File: src/lmwq_pkg.sv
`timescale 1ns / 1ps

package lmwq_pkg;

    // Action codes
    localparam logic [1:0] ACT_CREATE  = 2'd0;
    localparam logic [1:0] ACT_ACQUIRE = 2'd1;
    localparam logic [1:0] ACT_RELEASE = 2'd2;

    // Status codes
    localparam logic [1:0] STAT_OK     = 2'd0;
    localparam logic [1:0] STAT_QUEUED = 2'd1;
    localparam logic [1:0] STAT_FULL   = 2'd2;
    localparam logic [1:0] STAT_ERROR  = 2'd3;

    // Lock IDs start here
    localparam logic [15:0] LOCK_ID_BASE = 16'h7000;

    typedef enum logic {
        ST_IDLE,
        ST_EXEC
    } state_t;

    // Strobes broadcast to every wait-list cell
    typedef struct packed {
        logic load_match;
        logic push;
        logic pop;
    } lmwq_ctl_t;

endpackage

File: src/lmwq_if.sv
`timescale 1ns / 1ps

interface lmwq_in_if;
    logic        valid;
    logic        ready;
    logic [1:0]  action;
    logic [15:0] lock_ident;
    logic [7:0]  task_ident;
    logic        from_isr;

    modport source (output valid, action, lock_ident, task_ident, from_isr, input ready);
    modport sink   (input valid, action, lock_ident, task_ident, from_isr, output ready);
endinterface

interface lmwq_out_if;
    logic        valid;
    logic        ready;
    logic [1:0]  status;
    logic [15:0] created_ident;
    logic        woken_valid;
    logic [7:0]  woken_task;

    modport source (output valid, status, created_ident, woken_valid, woken_task, input ready);
    modport sink   (input valid, status, created_ident, woken_valid, woken_task, output ready);
endinterface

File: src/lmwq_cell.sv
`timescale 1ns / 1ps

module lmwq_cell
    import lmwq_pkg::*;
#(
    parameter int SLOT_W = 4
)
(
    input  logic              clk,
    input  logic              rst_n,
    input  lmwq_ctl_t         ctl,
    input  logic [SLOT_W-1:0] match_slot,
    input  logic [SLOT_W-1:0] push_slot,
    input  logic [7:0]        push_task,
    input  logic              prev_valid,
    input  logic              found_in,
    input  logic [7:0]        wake_in,
    input  logic              next_valid,
    input  logic [SLOT_W-1:0] next_slot,
    input  logic [7:0]        next_task,
    output logic              valid,
    output logic [SLOT_W-1:0] slot,
    output logic [7:0]        task_id,
    output logic              found_out,
    output logic [7:0]        wake_out
);

    logic              valid_reg;
    logic              valid_next;
    logic [SLOT_W-1:0] slot_reg;
    logic [SLOT_W-1:0] slot_next;
    logic [7:0]        task_reg;
    logic [7:0]        task_next;
    logic              match_reg;
    logic              hit;
    logic              first;

    // Flag the oldest waiter on the released slot
    assign hit       = valid_reg & match_reg;
    assign first     = hit & ~found_in;
    assign found_out = found_in | hit;
    assign wake_out  = wake_in | (first ? task_reg : 8'd0);

    assign valid   = valid_reg;
    assign slot    = slot_reg;
    assign task_id = task_reg;

    // Shift down from the match onward on pop, fill the first empty cell on push
    always_comb
    begin
        valid_next = valid_reg;
        slot_next  = slot_reg;
        task_next  = task_reg;
        if (ctl.pop && found_out)
        begin
            valid_next = next_valid;
            slot_next  = next_slot;
            task_next  = next_task;
        end
        else if (ctl.push && prev_valid && !valid_reg)
        begin
            valid_next = 1'b1;
            slot_next  = push_slot;
            task_next  = push_task;
        end
    end

    always_ff @(posedge clk or negedge rst_n)
    begin
        if (!rst_n)
        begin
            valid_reg <= 1'b0;
        end
        else
        begin
            valid_reg <= valid_next;
        end
    end

    // Hold payload and the match flag of the current beat
    always_ff @(posedge clk)
    begin
        slot_reg <= slot_next;
        task_reg <= task_next;
        if (ctl.load_match)
        begin
            match_reg <= (slot_reg == match_slot);
        end
    end

endmodule

File: src/lmwq_queue.sv
`timescale 1ns / 1ps

module lmwq_queue
    import lmwq_pkg::*;
#(
    parameter int SLOT_W = 4,
    parameter int DEPTH  = 16
)
(
    input  logic              clk,
    input  logic              rst_n,
    input  lmwq_ctl_t         ctl,
    input  logic [SLOT_W-1:0] match_slot,
    input  logic [SLOT_W-1:0] push_slot,
    input  logic [7:0]        push_task,
    output logic              full,
    output logic              found,
    output logic [7:0]        wake_task
);

    // Index DEPTH is an empty sentinel behind the last cell
    logic [DEPTH:0]    cv;
    logic [SLOT_W-1:0] cs [DEPTH+1];
    logic [7:0]        ct [DEPTH+1];
    logic [DEPTH:0]    fc;
    logic [7:0]        wk [DEPTH+1];

    assign cv[DEPTH] = 1'b0;
    assign cs[DEPTH] = '0;
    assign ct[DEPTH] = 8'd0;
    assign fc[0]     = 1'b0;
    assign wk[0]     = 8'd0;

    genvar i;
    generate
        for (i = 0; i < DEPTH; i++)
        begin : g_cell
            logic prev_v;
            if (i == 0)
            begin : g_head
                assign prev_v = 1'b1;
            end
            else
            begin : g_body
                assign prev_v = cv[i-1];
            end

            lmwq_cell #(
                .SLOT_W (SLOT_W)
            ) u_cell (
                .clk        (clk),
                .rst_n      (rst_n),
                .ctl        (ctl),
                .match_slot (match_slot),
                .push_slot  (push_slot),
                .push_task  (push_task),
                .prev_valid (prev_v),
                .found_in   (fc[i]),
                .wake_in    (wk[i]),
                .next_valid (cv[i+1]),
                .next_slot  (cs[i+1]),
                .next_task  (ct[i+1]),
                .valid      (cv[i]),
                .slot       (cs[i]),
                .task_id    (ct[i]),
                .found_out  (fc[i+1]),
                .wake_out   (wk[i+1])
            );
        end
    endgenerate

    assign full      = cv[DEPTH-1];
    assign found     = fc[DEPTH];
    assign wake_task = wk[DEPTH];

endmodule

File: src/lock_manager_with_wait_queue.sv
`timescale 1ns / 1ps

// Lock manager with a shared, ordered wait list.
// req carries one request per beat: action (create, acquire, release), lock_ident,
// task_ident and from_isr. rsp returns exactly one result beat per request:
// status, created_ident, woken_valid and woken_task.
// Each request is accepted in ST_IDLE, which reads the owner memory and loads
// the per-cell slot match in the wait list; ST_EXEC then resolves the oldest
// match along the cell chain, compacts the list and updates the lock table.
// A new request is taken only after the previous one is in the rsp register.
// When rsp is stalled, the finished result holds in the rsp register; one more
// request is accepted and then waits in ST_EXEC until the register frees.
// Reset clears the lock table, the created count, the hold flags and the wait
// list valid bits; the block is ready in the first cycle after reset.
// Lock IDs are 0x7000 plus the slot; slots are handed out in increasing order.
module lock_manager_with_wait_queue
    import lmwq_pkg::*;
#(
    parameter int NUM_LOCKS   = 16,
    parameter int MAX_WAITERS = 16
)
(
    input  logic          clk,
    input  logic          rst_n,
    lmwq_in_if.sink       req,
    lmwq_out_if.source    rsp
);

    localparam int SLOT_W = (NUM_LOCKS > 1) ? $clog2(NUM_LOCKS) : 1;
    localparam int CNT_W  = $clog2(NUM_LOCKS + 1);

    state_t            state_reg;
    state_t            state_next;
    logic [CNT_W-1:0]  created_reg;
    logic [CNT_W-1:0]  created_next;
    logic [NUM_LOCKS-1:0] held_reg;
    logic [NUM_LOCKS-1:0] held_next;
    logic [7:0]        owner_mem [NUM_LOCKS];
    logic [7:0]        owner_rd_reg;

    logic [1:0]        act_reg;
    logic [SLOT_W-1:0] slot_reg;
    logic              id_ok_reg;
    logic [7:0]        task_reg;
    logic              isr_reg;

    logic              out_valid_reg;
    logic              out_valid_next;
    logic [1:0]        status_reg;
    logic [15:0]       created_id_reg;
    logic              woken_valid_reg;
    logic [7:0]        woken_task_reg;

    logic              accept;
    logic              commit;
    logic [15:0]       slot16;
    logic [SLOT_W-1:0] slot_in;
    logic              id_ok_in;
    logic              held_cur;
    logic [1:0]        res_status;
    logic [15:0]       res_created;
    logic              do_create;
    logic              do_grant;
    logic              do_free;
    logic              do_push;
    logic              do_pop;
    lmwq_ctl_t         q_ctl;
    logic              q_full;
    logic              q_found;
    logic [7:0]        q_wake;

    // Decode the incoming ID
    assign slot16   = req.lock_ident - LOCK_ID_BASE;
    assign slot_in  = slot16[SLOT_W-1:0];
    assign id_ok_in = (slot16 < 16'(created_reg));

    assign req.ready = (state_reg == ST_IDLE);
    assign accept    = req.valid && req.ready;
    assign commit    = (state_reg == ST_EXEC) && (!out_valid_reg || rsp.ready);
    assign held_cur  = held_reg[slot_reg];

    // Sequence: accept, then commit when the rsp register frees
    always_comb
    begin
        state_next = state_reg;
        unique case (state_reg)
            ST_IDLE:
            begin
                if (req.valid)
                begin
                    state_next = ST_EXEC;
                end
            end
            ST_EXEC:
            begin
                if (commit)
                begin
                    state_next = ST_IDLE;
                end
            end
            default:
            begin
                state_next = ST_IDLE;
            end
        endcase
    end

    // Resolve the request
    always_comb
    begin
        res_status  = STAT_ERROR;
        res_created = 16'd0;
        do_create   = 1'b0;
        do_grant    = 1'b0;
        do_free     = 1'b0;
        do_push     = 1'b0;
        do_pop      = 1'b0;
        unique case (act_reg)
            ACT_CREATE:
            begin
                if (created_reg < CNT_W'(NUM_LOCKS))
                begin
                    res_status  = STAT_OK;
                    res_created = LOCK_ID_BASE + 16'(created_reg);
                    do_create   = 1'b1;
                end
            end
            ACT_ACQUIRE:
            begin
                if (id_ok_reg)
                begin
                    priority if (!held_cur)
                    begin
                        res_status = STAT_OK;
                        do_grant   = 1'b1;
                    end
                    else if (isr_reg)
                    begin
                        res_status = STAT_ERROR;
                    end
                    else if (q_full)
                    begin
                        res_status = STAT_FULL;
                    end
                    else
                    begin
                        res_status = STAT_QUEUED;
                        do_push    = 1'b1;
                    end
                end
            end
            ACT_RELEASE:
            begin
                if (id_ok_reg && held_cur && (owner_rd_reg == task_reg))
                begin
                    res_status = STAT_OK;
                    do_free    = 1'b1;
                    do_pop     = q_found;
                end
            end
            default:
            begin
                res_status = STAT_ERROR;
            end
        endcase
    end

    // Update the lock table on commit
    always_comb
    begin
        created_next = created_reg;
        held_next    = held_reg;
        if (commit && do_create)
        begin
            created_next = created_reg + CNT_W'(1);
        end
        if (commit && do_grant)
        begin
            held_next[slot_reg] = 1'b1;
        end
        if (commit && do_free)
        begin
            held_next[slot_reg] = 1'b0;
        end
    end

    always_comb
    begin
        out_valid_next = out_valid_reg;
        if (commit)
        begin
            out_valid_next = 1'b1;
        end
        else if (rsp.ready)
        begin
            out_valid_next = 1'b0;
        end
    end

    always_ff @(posedge clk or negedge rst_n)
    begin
        if (!rst_n)
        begin
            state_reg     <= ST_IDLE;
            created_reg   <= '0;
            held_reg      <= '0;
            out_valid_reg <= 1'b0;
        end
        else
        begin
            state_reg     <= state_next;
            created_reg   <= created_next;
            held_reg      <= held_next;
            out_valid_reg <= out_valid_next;
        end
    end

    // Capture the request beat
    always_ff @(posedge clk)
    begin
        if (accept)
        begin
            act_reg   <= req.action;
            slot_reg  <= slot_in;
            id_ok_reg <= id_ok_in;
            task_reg  <= req.task_ident;
            isr_reg   <= req.from_isr;
        end
    end

    // Owner memory: read on accept, write on grant
    always_ff @(posedge clk)
    begin
        if (accept)
        begin
            owner_rd_reg <= owner_mem[slot_in];
        end
        if (commit && do_grant)
        begin
            owner_mem[slot_reg] <= task_reg;
        end
    end

    // Load the result beat
    always_ff @(posedge clk)
    begin
        if (commit)
        begin
            status_reg      <= res_status;
            created_id_reg  <= res_created;
            woken_valid_reg <= do_pop;
            woken_task_reg  <= do_pop ? q_wake : 8'd0;
        end
    end

    assign rsp.valid         = out_valid_reg;
    assign rsp.status        = status_reg;
    assign rsp.created_ident = created_id_reg;
    assign rsp.woken_valid   = woken_valid_reg;
    assign rsp.woken_task    = woken_task_reg;

    // Wait list
    assign q_ctl.load_match = accept;
    assign q_ctl.push       = commit & do_push;
    assign q_ctl.pop        = commit & do_pop;

    lmwq_queue #(
        .SLOT_W (SLOT_W),
        .DEPTH  (MAX_WAITERS)
    ) u_queue (
        .clk        (clk),
        .rst_n      (rst_n),
        .ctl        (q_ctl),
        .match_slot (slot_in),
        .push_slot  (slot_reg),
        .push_task  (task_reg),
        .full       (q_full),
        .found      (q_found),
        .wake_task  (q_wake)
    );

endmodule

File: src/flat_wrapper.sv
// flat-port wrapper written by rule: the top's interface ports become plain ports
module lock_manager_with_wait_queue_flat import lmwq_pkg::*;
#(
    parameter int NUM_LOCKS   = 16,
    parameter int MAX_WAITERS = 16
)
  (clk, rst_n, req_valid, req_action, req_lock_ident, req_task_ident, req_from_isr, req_ready, rsp_valid, rsp_status, rsp_created_ident, rsp_woken_valid, rsp_woken_task, rsp_ready);
  lmwq_in_if req_i ();
  lmwq_out_if rsp_i ();
  input  logic clk;
  input  logic rst_n;
  input wire logic [$bits(req_i.valid)-1:0] req_valid;
  input wire logic [$bits(req_i.action)-1:0] req_action;
  input wire logic [$bits(req_i.lock_ident)-1:0] req_lock_ident;
  input wire logic [$bits(req_i.task_ident)-1:0] req_task_ident;
  input wire logic [$bits(req_i.from_isr)-1:0] req_from_isr;
  output wire logic [$bits(req_i.ready)-1:0] req_ready;
  output wire logic [$bits(rsp_i.valid)-1:0] rsp_valid;
  output wire logic [$bits(rsp_i.status)-1:0] rsp_status;
  output wire logic [$bits(rsp_i.created_ident)-1:0] rsp_created_ident;
  output wire logic [$bits(rsp_i.woken_valid)-1:0] rsp_woken_valid;
  output wire logic [$bits(rsp_i.woken_task)-1:0] rsp_woken_task;
  input wire logic [$bits(rsp_i.ready)-1:0] rsp_ready;
  assign req_i.valid = req_valid;
  assign req_i.action = req_action;
  assign req_i.lock_ident = req_lock_ident;
  assign req_i.task_ident = req_task_ident;
  assign req_i.from_isr = req_from_isr;
  assign req_ready = req_i.ready;
  assign rsp_valid = rsp_i.valid;
  assign rsp_status = rsp_i.status;
  assign rsp_created_ident = rsp_i.created_ident;
  assign rsp_woken_valid = rsp_i.woken_valid;
  assign rsp_woken_task = rsp_i.woken_task;
  assign rsp_i.ready = rsp_ready;
  lock_manager_with_wait_queue #(.NUM_LOCKS(NUM_LOCKS), .MAX_WAITERS(MAX_WAITERS)) u_core (.clk(clk), .rst_n(rst_n), .req(req_i), .rsp(rsp_i));
endmodule
File: config.mk
export PLATFORM = sky130hd
export DESIGN_NAME = lock_manager_with_wait_queue_flat
export DESIGN_NICKNAME = d
export VERILOG_FILES = /design/src/lmwq_pkg.sv /design/src/lmwq_if.sv /design/src/lmwq_cell.sv /design/src/lmwq_queue.sv /design/src/lock_manager_with_wait_queue.sv /design/src/flat_wrapper.sv
export SDC_FILE = /design/constraint.sdc
export NUM_CORES = 1
export LEC_CHECK = 0
export ABC_CLOCK_PERIOD_IN_PS = 3200
export BUFFER_PORTS_ARGS = -buffer_cell sky130_fd_sc_hd__buf_4
export CAP_MARGIN = 40
export CORE_ASPECT_RATIO = 1.25
export CORE_UTILIZATION = 56
export CTS_CLUSTER_DIAMETER = 60
export DETAILED_ROUTE_END_ITERATION = 8
export GPL_ROUTABILITY_DRIVEN = 0
export PLACE_DENSITY = 0.73
export RECOVER_POWER = 50
export SYNTH_ARGS = -nofsm -noshare
export SYNTH_HDL_FRONTEND = slang
export SYNTH_SLANG_ARGS = --single-unit
File: constraint.sdc
create_clock -name clk -period 3.2 [get_ports clk]
set_input_delay 0.8 -clock clk [delete_from_list [all_inputs] [get_ports clk]]
set_output_delay 0.8 -clock clk [all_outputs]
set_load 0.03 [all_outputs]
Word level (Yosys, flattened, before mapping)
Memories as Yosys holds them, arrays and structs flattened. A register that Yosys moved wholly into a read port is not among the register bits.
Index checks and enable logic that the tools add are counted.
W data, S select, Z words.
{ "totals": {"reg_bits": 290, "ram_bits": 128, "inputBits": 31, "elab_cells": 420, "mem_count": 1} }
{ "memory_table": {"columns": ["memory", "words", "width", "rd", "rd_ports_with_merged_regs", "wr", "line_no", "source"], "rows": [
  ["u_core.owner_mem", 16, 8, 1, 1, 1, "lock_manager_with_wait_queue.sv:38", "logic [7:0] owner_mem [NUM_LOCKS];"]
]} }
{ "op_classes": {"add_sub_neg": 3, "n_lt_le_gt_ge": 4, "n_eq_ne": 19, "muxes": 142, "bitwise": 82, "reduce_logical": 92} }
{ "op_table": {"columns": ["cell", "count"], "rows": [
  ["$mux W8", 46],
  ["$mux W4", 30],
  ["$or A8 B8 Y8", 15],
  ["$eq A4 B4 Y1", 16],
  ["$logic_and A1 B1 Y1", 55],
  ["$mux W1", 54],
  ["$reduce_bool A2 Y1", 17],
  ["$and A1 B1 Y1", 33],
  ["$mux W16", 2],
  ["$logic_not A1 Y1", 17],
  ["$add A15 B5 Y16 const A", 1],
  ["$and A16 B16 Y16", 1],
  ["$lt A16 B5 Y1", 1],
  ["$not A1 Y1", 16],
  ["$not A16 Y16", 1],
  ["$or A16 B16 Y16", 1],
  ["$sub A16 B15 Y16 const B", 1],
  ["$or A1 B1 Y1", 15],
  ["$mux W2", 6],
  ["$eq A8 B8 Y1", 1],
  ["$pmux W2 S3", 1],
  ["$add A5 B1 Y5 const B", 1],
  ["$lt A4 B5 Y1 const B", 1],
  ["$lt A5 B5 Y1 const B", 1],
  ["other kinds (9)", 9]
]} }

Longest topological paths before layout
Gate-level depths: netlist (run 1).
{ "depth": {"ltp_word": 21, "depth_mapped": 8} }

Modules after synthesis
A second synthesis (run 1) with hierarchy kept.
{ "unflattened": {"hier_cells": 1161, "area_unflattened_um2": 19753.9} }
{ "by_module_without_submodules": {"columns": ["module", "n_inst", "cells_per_inst", "area_per_inst_um2"], "rows": [
  ["lmwq_cell", 16, 48, 753.2],
  ["lock_manager_with_wait_queue", 1, 391, 7694.9],
  ["lmwq_queue", 1, 2, 7.5]
]} }

Worst setup path after synthesis (run 1)
Ideal clock, no wire load.
{ "synth_timing": {"path_type": "register to register", "start": "register u_core.task_reg[4]", "end": "register u_core.u_queue.g_cell[2].u_cell.slot_reg[0] (enable)", "setup_time_ns": 0.402, "t_arrival_ns": 3.120, "setup_slack_ns": -0.321, "path_stages_with_launch": 9, "n_path_buf": 3, "path_cell_list": "edfxtp_1 > clkbuf_1 > xor2_1 > nor4_1 > nand3_1 > buf_4 > nand2b_1 > clkbuf_1 > o32ai_1"} }
{ "synth_via": {"elab_chain_cells": 7} }
{ "synth_lines": {"columns": ["item", "line_no", "source"], "rows": [
  ["start, declared", "lock_manager_with_wait_queue.sv:44", "logic [7:0] task_reg;"],
  ["start signal, assigned", "lock_manager_with_wait_queue.sv:226", "task_reg <= req.task_ident;"],
  ["$eq A8 B8 Y1", "lock_manager_with_wait_queue.sv:154", "if (id_ok_reg && held_cur && (owner_rd_reg == task_reg))"],
  ["$logic_and A1 B1 Y1", "lock_manager_with_wait_queue.sv:154", null],
  ["$mux W1", "lock_manager_with_wait_queue.sv:154", null],
  ["$mux W1", "lock_manager_with_wait_queue.sv:118", "unique case (act_reg)"],
  ["$and A1 B1 Y1", "lock_manager_with_wait_queue.sv:265", "assign q_ctl.pop = commit & do_pop;"],
  ["$logic_and A1 B1 Y1", "lmwq_cell.sv:54", "if (ctl.pop && found_out)"],
  ["$reduce_bool A2 Y1 (no line)", null, null],
  ["end signal, assigned", "lmwq_cell.sv:83", "slot_reg <= slot_next;"],
  ["end, declared", "lmwq_cell.sv:30", "logic [SLOT_W-1:0] slot_reg;"]
]} }
Every way passes these cells.
A chain may end at the register's enable or synchronous reset.

Worst setup path in the final report (run 1)
{ "layout_timing": {"start": "input req_lock_ident[3]", "end": "register u_core.u_queue.g_cell[1].u_cell.match_reg (data pin)"} }
{ "layout_via": {"elab_chain_cells": 2} }
{ "layout_lines": {"columns": ["item", "line_no", "source"], "rows": [
  ["start, declared", "flat_wrapper.sv:14", "input wire logic [$bits(req_i.lock_ident)-1:0] req_lock_ident;"],
  ["$sub A16 B15 Y16", "lock_manager_with_wait_queue.sv:73", "assign slot16 = req.lock_ident - LOCK_ID_BASE;"],
  ["$eq A4 B4 Y1", "lmwq_cell.sv:87", "match_reg <= (slot_reg == match_slot);"],
  ["end signal, assigned", "lmwq_cell.sv:87", null],
  ["end, declared", "lmwq_cell.sv:34", "logic match_reg;"]
]} }
Every way passes these cells.

==> results of run 1 <==
layer usage:
| metal | track usage (%) | wire length (um) | up-vias |
|---|---|---|---|
| li1 | - | - | 5332 |
| met1 | 35.2 | 18800 | 6124 |
| met2 | 47.8 | 24500 | 589 |
| met3 | 4.01 | 3180 | 108 |
| met4 | 11.4 | 1940 | 0 |
| met5 | 0 | 0 | - |
logic make-up (layout without fill, tap and decap cells):
kind of cell	count (synthesis)	after routing
muxes	240	240
buffers and inverters	155	266
DFF	416	416
other	1	9
AOI/OAI and AO/OA	179	179
and+or+nand+nor	244	244
adders and majority gates	5	5
xor gates and xnor gates	75	75
layout by cell type, fill, tap and decap left out, drive strengths merged, types with 13 or more instances in the layout:
cell type and n:
a21oi 20, a31oi 63, and2 13, and3 18, buf 92, clkbuf 111
clkinv 19, dfrtp 39, edfxtp 365, inv 36, mux2 180, mux2i 18
mux4 42, nand2 31, nand3 64, nand4 13, nor2 34, nor3 14
nor4 38, o21ai 15, xor2 73
worst paths after layout:
check	slack, ns	from	endpoint
worst max register to register	0.17	u_core.slot_reg[1]	u_core.u_queue.g_cell[13].u_cell.slot[1]
worst min register to register	0.51	u_core.u_queue.g_cell[15].u_cell.task_id[7]	u_core.u_queue.g_cell[15].u_cell.task_id[7]
worst max-delay path	0.10	req_lock_ident[3]	u_core.u_queue.g_cell[1].u_cell.match_reg
min in group asynchronous	0.97	rst_n	u_core.created_reg[3]
worst min-delay path	0.44	req_task_ident[7]	u_core.task_reg[7]
max in group asynchronous	0.87	rst_n	u_core.u_queue.g_cell[2].u_cell.valid
critical path, cell delays in order:
cell and delay [ns]:
clkbuf_1 1.45, buf_4 0.41, xor2_1 0.09, nor4_1 0.57
per-stage QoR:
step / instances / util (%) / area (um^2)
after floorplan: 1323 / - / 19600
after global placement: 1817 / 60.6 / 20900
after detailed placement: 1824 / 60.7 / 20900
after CTS: 1902 / 64.7 / 22300
after global routing: 1902 / 63.9 / 22000
final: 1902 / 63.9 / 22000
cell type report:
type	count	area, um^2	share of cell area [%]
Clock inverter	28	268	1.22
Inverter	35	131	0.597
Tap cell	468	586	2.66
Sequential cell	416	12200	55.3
Timing Repair Buffer	153	1010	4.61
Clock buffer	50	1100	5.01
Multi-Input combinational cell	752	6720	30.6
power breakdown:
group	switching [mW]	internal, mW
Clock	2.07	2.80
Sequential	0.167	6.34
Combinational	1.43	0.688
==> impl_metrics.toml, run 1 <==
[drt]
post-route-drc-count = 0
postRouteAntennaNets = 0
drt_iter0_markers = 1401
vias_per_cell = 6.39
routedWlPerCell_um = 25.5
dr.pass1.iters = 7
routed_wirelength_um = 48400
num_vias = 12200

[die]
start_util_pct = 56.8
die_x_um = 169
io_pins = 60
die_h_um = 211
die_area_mm2 = 0.0357
core.rowCount = 76
coreArea_mm2 = 0.0344

[logic_synthesis]
synth_edf_count = 365
async_flop_share_pct = 9.38
synthTopCellsByArea = "edfxtp_1, mux2_2, dfrtp_1, mux4_2, mux2_1"
muxShareOfSynthArea_pct = 16.1
synth_compound_area_share_pct = 6.47
syn_area_per_cell_um2 = 14.9
synthAdderAreaFrac_pct = 0.320
synth_xor_area_share_pct = 3.36
syn_inst = 1315
syn_area_mm2 = 0.0196
synthSimpleGateAreaFrac_pct = 7.91
ys_types = 65
yosys_warnings = 0
yosys.area.top_type = "edfxtp_1"
netlist.area_leader.share_pct = 56.0
synth.most_common_cell = "edfxtp_1"
synth_seq_area_share_pct = 62.2
synth_top_family_by_area = "multiplexers"
synth-main-ff-cell = "edfxtp_1"
synthTopCellsByCount = "edfxtp_1, mux2_2, clkbuf_1, mux2_1, xor2_1"
yosys_register_bits = 416

[final_layout]
syn_to_final_growth_pct = 12.5
num_antenna_cells = 0
drive_gt1_share_pct = 24.2
nFillCells = 2518
nets = 1436

[placement]
place_ws_ns = 0.190
hpwl_um = 32400
io_buffer_count = 51

[clocking]
cts_tree = "built"
htreeDepth = 2
cts_buffers = 42
cts.repair.resized = 0
cts_sinks = 416
hold_buffers = 0
cts_setup_buffers = 0
cts_root_buf = "clkbuf_16"
clk_latency_ns = 0.56
cts_buffer_depth = 3
clkTransAtPathRegs_ns = 0.06

[sta]
slew_violations = 325
fmax_ghz = 0.323
relSlewSlack_pct = -58.7
setup_viol = 0
final.setup.tns_ns = 0
finalCritPeriodShare_pct = 96.8
whs_ns = 0.439
tightest_slew_ns = 2.38
skew_ns = 0.0274
setup_slack_ns = 0.103
hold_viol = 0
grt_setup_unrepaired = "false"
period_needed_ns = 3.10

[outcome]
status = "finished with violations"
violations = "capacitance limit, slew limit"

[min_path]
hold_path_depth = 1
hp-class = "in2reg"

[global_route]
grt_use_total_pct = 27.7
antenna_found_initial = 0
grt_pass1_wl_um = 73600
grt_pass1_vias = 12400
grt_max_degree = 50
grt_overflow_total = 0

[setup_path]
startpoint_type = "input pin"
crit_fanout = 20
required_ns = 3.46
critical_path_class = "in2reg"
cp.arrival_ns = 3.36
r2r_cells = 8
end_kind = "flip-flop"

[pwr]
total_power_mw = 13.5
power_density_mw_per_mm2 = 613
ir_drop_v = 0.000597
p_leak_nw = 7.52

[job]
maxCapViolCount = 10
(Power assumes the default switching activity.)
==> inputs of run 2 (changes only) <==
--- a/config.mk
+++ b/config.mk
@@ -5,6 +5,7 @@
 export SDC_FILE = /design/constraint.sdc
 export NUM_CORES = 1
 export LEC_CHECK = 0
+export ABC_AREA = 1
 export ABC_CLOCK_PERIOD_IN_PS = 3200
 export BUFFER_PORTS_ARGS = -buffer_cell sky130_fd_sc_hd__buf_4
 export CAP_MARGIN = 40
==> run 2 against run 1 <==
The run still ends with capacitance limit, slew limit left. Routed wire length up 6.6%. First-iteration DRC count up 26%. Die area down 0.23%. Critical path depth down 1. Global-route usage up 1.8 points. Design area down 1.8%. Clock skew down 0.012 ns. Non-clock buffer count down 33. Total power down 2.3%.
==> impl_metrics.toml, run 2 <==
[outcome]
status = "finished with violations"
violations = "capacitance limit, slew limit"

[setup_path]
r2r_start = "u_core.task_reg[6]"
crit_fanout = 24
critPathLaunch = "u_core.task_reg[6]"
required_ns = 3.56
cp.arrival_ns = 3.47
end_kind = "flip-flop"
cp_cell_sequence = "clkbuf_1 -> inv_1 -> o21ai_0"
crit_path_max_incr_delay_ns = 1.40
slowest_stage = "clkbuf_1"
regToRegSetupSlack_ns = 0.09
critical_path_class = "reg2reg"
startpoint_type = "flip-flop"

[pwr]
seqPwrFrac_pct = 49.1
p_leak_nw = 8.24
p_sw_mw = 3.58
power.share.clock_pct = 36.9
swShare_pct = 27.1
ir_drop_v = 0.000594
combPwrFrac_pct = 14.0
power_density_mw_per_mm2 = 611
internal_power_mw = 9.61

[drt]
num_vias = 14800
post-route-drc-count = 0
postRouteAntennaNets = 0
drt_iter0_markers = 1761
vias_per_cell = 5.89
dr.pass1.iters = 6
routedWlPerCell_um = 20.6
routed_wirelength_um = 51600

[logic_synthesis]
synth.most_common_cell = "nand2_1"
netlist.area_leader.share_pct = 56.2
synth-main-ff-cell = "edfxtp_1"
ys_types = 42
syn_area_per_cell_um2 = 10.0
yosys_register_bits = 416
yosys_warnings = 0
async_flop_share_pct = 9.38
syn_inst = 1951
synth_edf_count = 365
synthTopCellsByCount = "nand2_1, edfxtp_1, nor2_1, o21ai_0, inv_1"
synthTopCellsByArea = "edfxtp_1, nand2_1, o21ai_0, dfrtp_1, nor2_1"
synth_seq_area_share_pct = 62.4
syn_area_mm2 = 0.0195
yosys.area.top_type = "edfxtp_1"

[clocking]
cts_root_buf = "clkbuf_16"
clk_latency_ns = 0.55
clkTransAtPathRegs_ns = 0.07
hold_buffers = 0
cts_buffers = 40
cts_buffer_depth = 3
htreeDepth = 2
cts_sinks = 416
cts_tree = "built"

[die]
start_util_pct = 56.7
core.rowCount = 76
die_x_um = 169
die_h_um = 211
coreArea_mm2 = 0.0344
die_area_mm2 = 0.0356
io_pins = 60

[placement]
place_inst = 2434
hpwl_um = 34400
io_buffer_count = 51

[sta]
skew_ns = 0.0151
relSlewSlack_pct = -72.3
slew_violations = 164
grt_setup_unrepaired = "false"
hold_viol = 0
fmax_ghz = 0.322
setup_viol = 0
tightest_slew_ns = 2.58
final.setup.tns_ns = 0
period_needed_ns = 3.11
finalCritPeriodShare_pct = 97.1

[global_route]
grt_max_degree = 48
grt_pass1_wl_um = 79600
grt_pass1_vias = 14500
grt_overflow_total = 0
grt_use_total_pct = 29.5
antenna_found_initial = 1

[final_layout]
final_cells = 2508
nets = 2044
drive_gt1_share_pct = 8.68
layout_commonest_cell = "nand2_1"
mostFrequentLayoutCells = "nand2_1, edfxtp_1, o21ai_0"
nFillCells = 2785
syn_to_final_growth_pct = 10.7

[min_path]
hold_start = "req_action[1]"
hp-class = "in2reg"

[job]
maxCapViolCount = 7
run 2: changes by cell type after synthesis, sizes merged, moves of 27 or more:
cell	change
nor4	-33
nand2	+404
xor2	-70
nand3	+66
a31oi	-62
inv	+155
nand4	+45
mux2	-180
o221ai	+27
o21ai	+233
nor2	+173
mux4	-42
xnor2	+30
run 2: worst paths after layout:
| check | depth (start not counted) | to |
|---|---|---|
| max | 3 | u_core.u_queue.g_cell[7].u_cell.task_id[6] |
| min reg2reg | 2 | u_core.u_queue.g_cell[15].u_cell.task_id[1] |
| max in group asynchronous | 1 | u_core.u_queue.g_cell[1].u_cell.valid |
| min | 1 | u_core.act_reg[1] |
| min in group asynchronous | 1 | u_core.rsp.valid |
| max reg2reg | 3 | u_core.u_queue.g_cell[7].u_cell.task_id[6] |
run 2: through the flow:
step | instance area [um^2] | util [%] | hold WS (ns) | total power [mW] | setup slack (ns)
after floorplan | 19500 | - | 0.441 | 7.71 | 0.138
after global placement | 20500 | 59.5 | 0.450 | 8.42 | 0.266
after detailed placement | 20500 | 59.6 | 0.456 | 8.48 | 0.184
after CTS | 21800 | 63.4 | 0.259 | 13.3 | 0.193
after global routing | 21600 | 62.7 | 0.443 | 13.5 | 0.0362
final | 21600 | 62.7 | 0.448 | 13.2 | 0.0932
run 2: layer usage:
metal / global-route usage [%] / share of wire [%] / vias up
met5: 0 / 0 / -
li1: - / - / 6830
met4: 14.2 / 4.8 / 0
met3: 4.29 / 7.9 / 172
met1: 37.0 / 38 / 7043
met2: 50.5 / 49 / 737
run 2: logic make-up after synthesis:
logic type	synth area share, %
compound gates	10.1
xor+xnor	1.57
fa+ha+maj	0.321
buf+inv	6.70
flops	62.4
other cells	0.0192
simple gates	18.9
run 2: final cells by class:
| class | instances | area (um^2) | share of cell area [%] |
|---|---|---|---|
| antenna | 1 | 2.50 | 0.0116 |
| clock buffer | 52 | 1090 | 5.03 |
| clock inverter | 21 | 238 | 1.10 |
| inverter | 195 | 732 | 3.39 |
| multi-input combinational | 1235 | 6070 | 28.1 |
| sequential | 416 | 12200 | 56.4 |
| tap | 468 | 586 | 2.71 |
| timing repair buffer | 120 | 703 | 3.26 |
run 2: repair_timing:
item,4_1_cts,5_1_grt
gates resized for setup,0,4
endpoints found under the setup margin,0,33
buffers inserted,0,0
run 2: worst max-delay path: cells and delay by family (launching register included):
kind	cells	cell delay, ns
flip-flops	1	0.37
AO/OA/AOI/OAI	1	0.40
buffers and inverters	2	2.15
run 2: power by group through the flow:
stage               Sequential [mW]  Combinational (mW)  Clock (mW)
CTS                            6.46                1.92        4.89
floorplan                      6.70                1.01           0
global route                   6.49                1.98        5.08
global placement               6.56                1.86           0
finish                         6.48                1.84        4.87
detailed placement             6.57                1.91           0
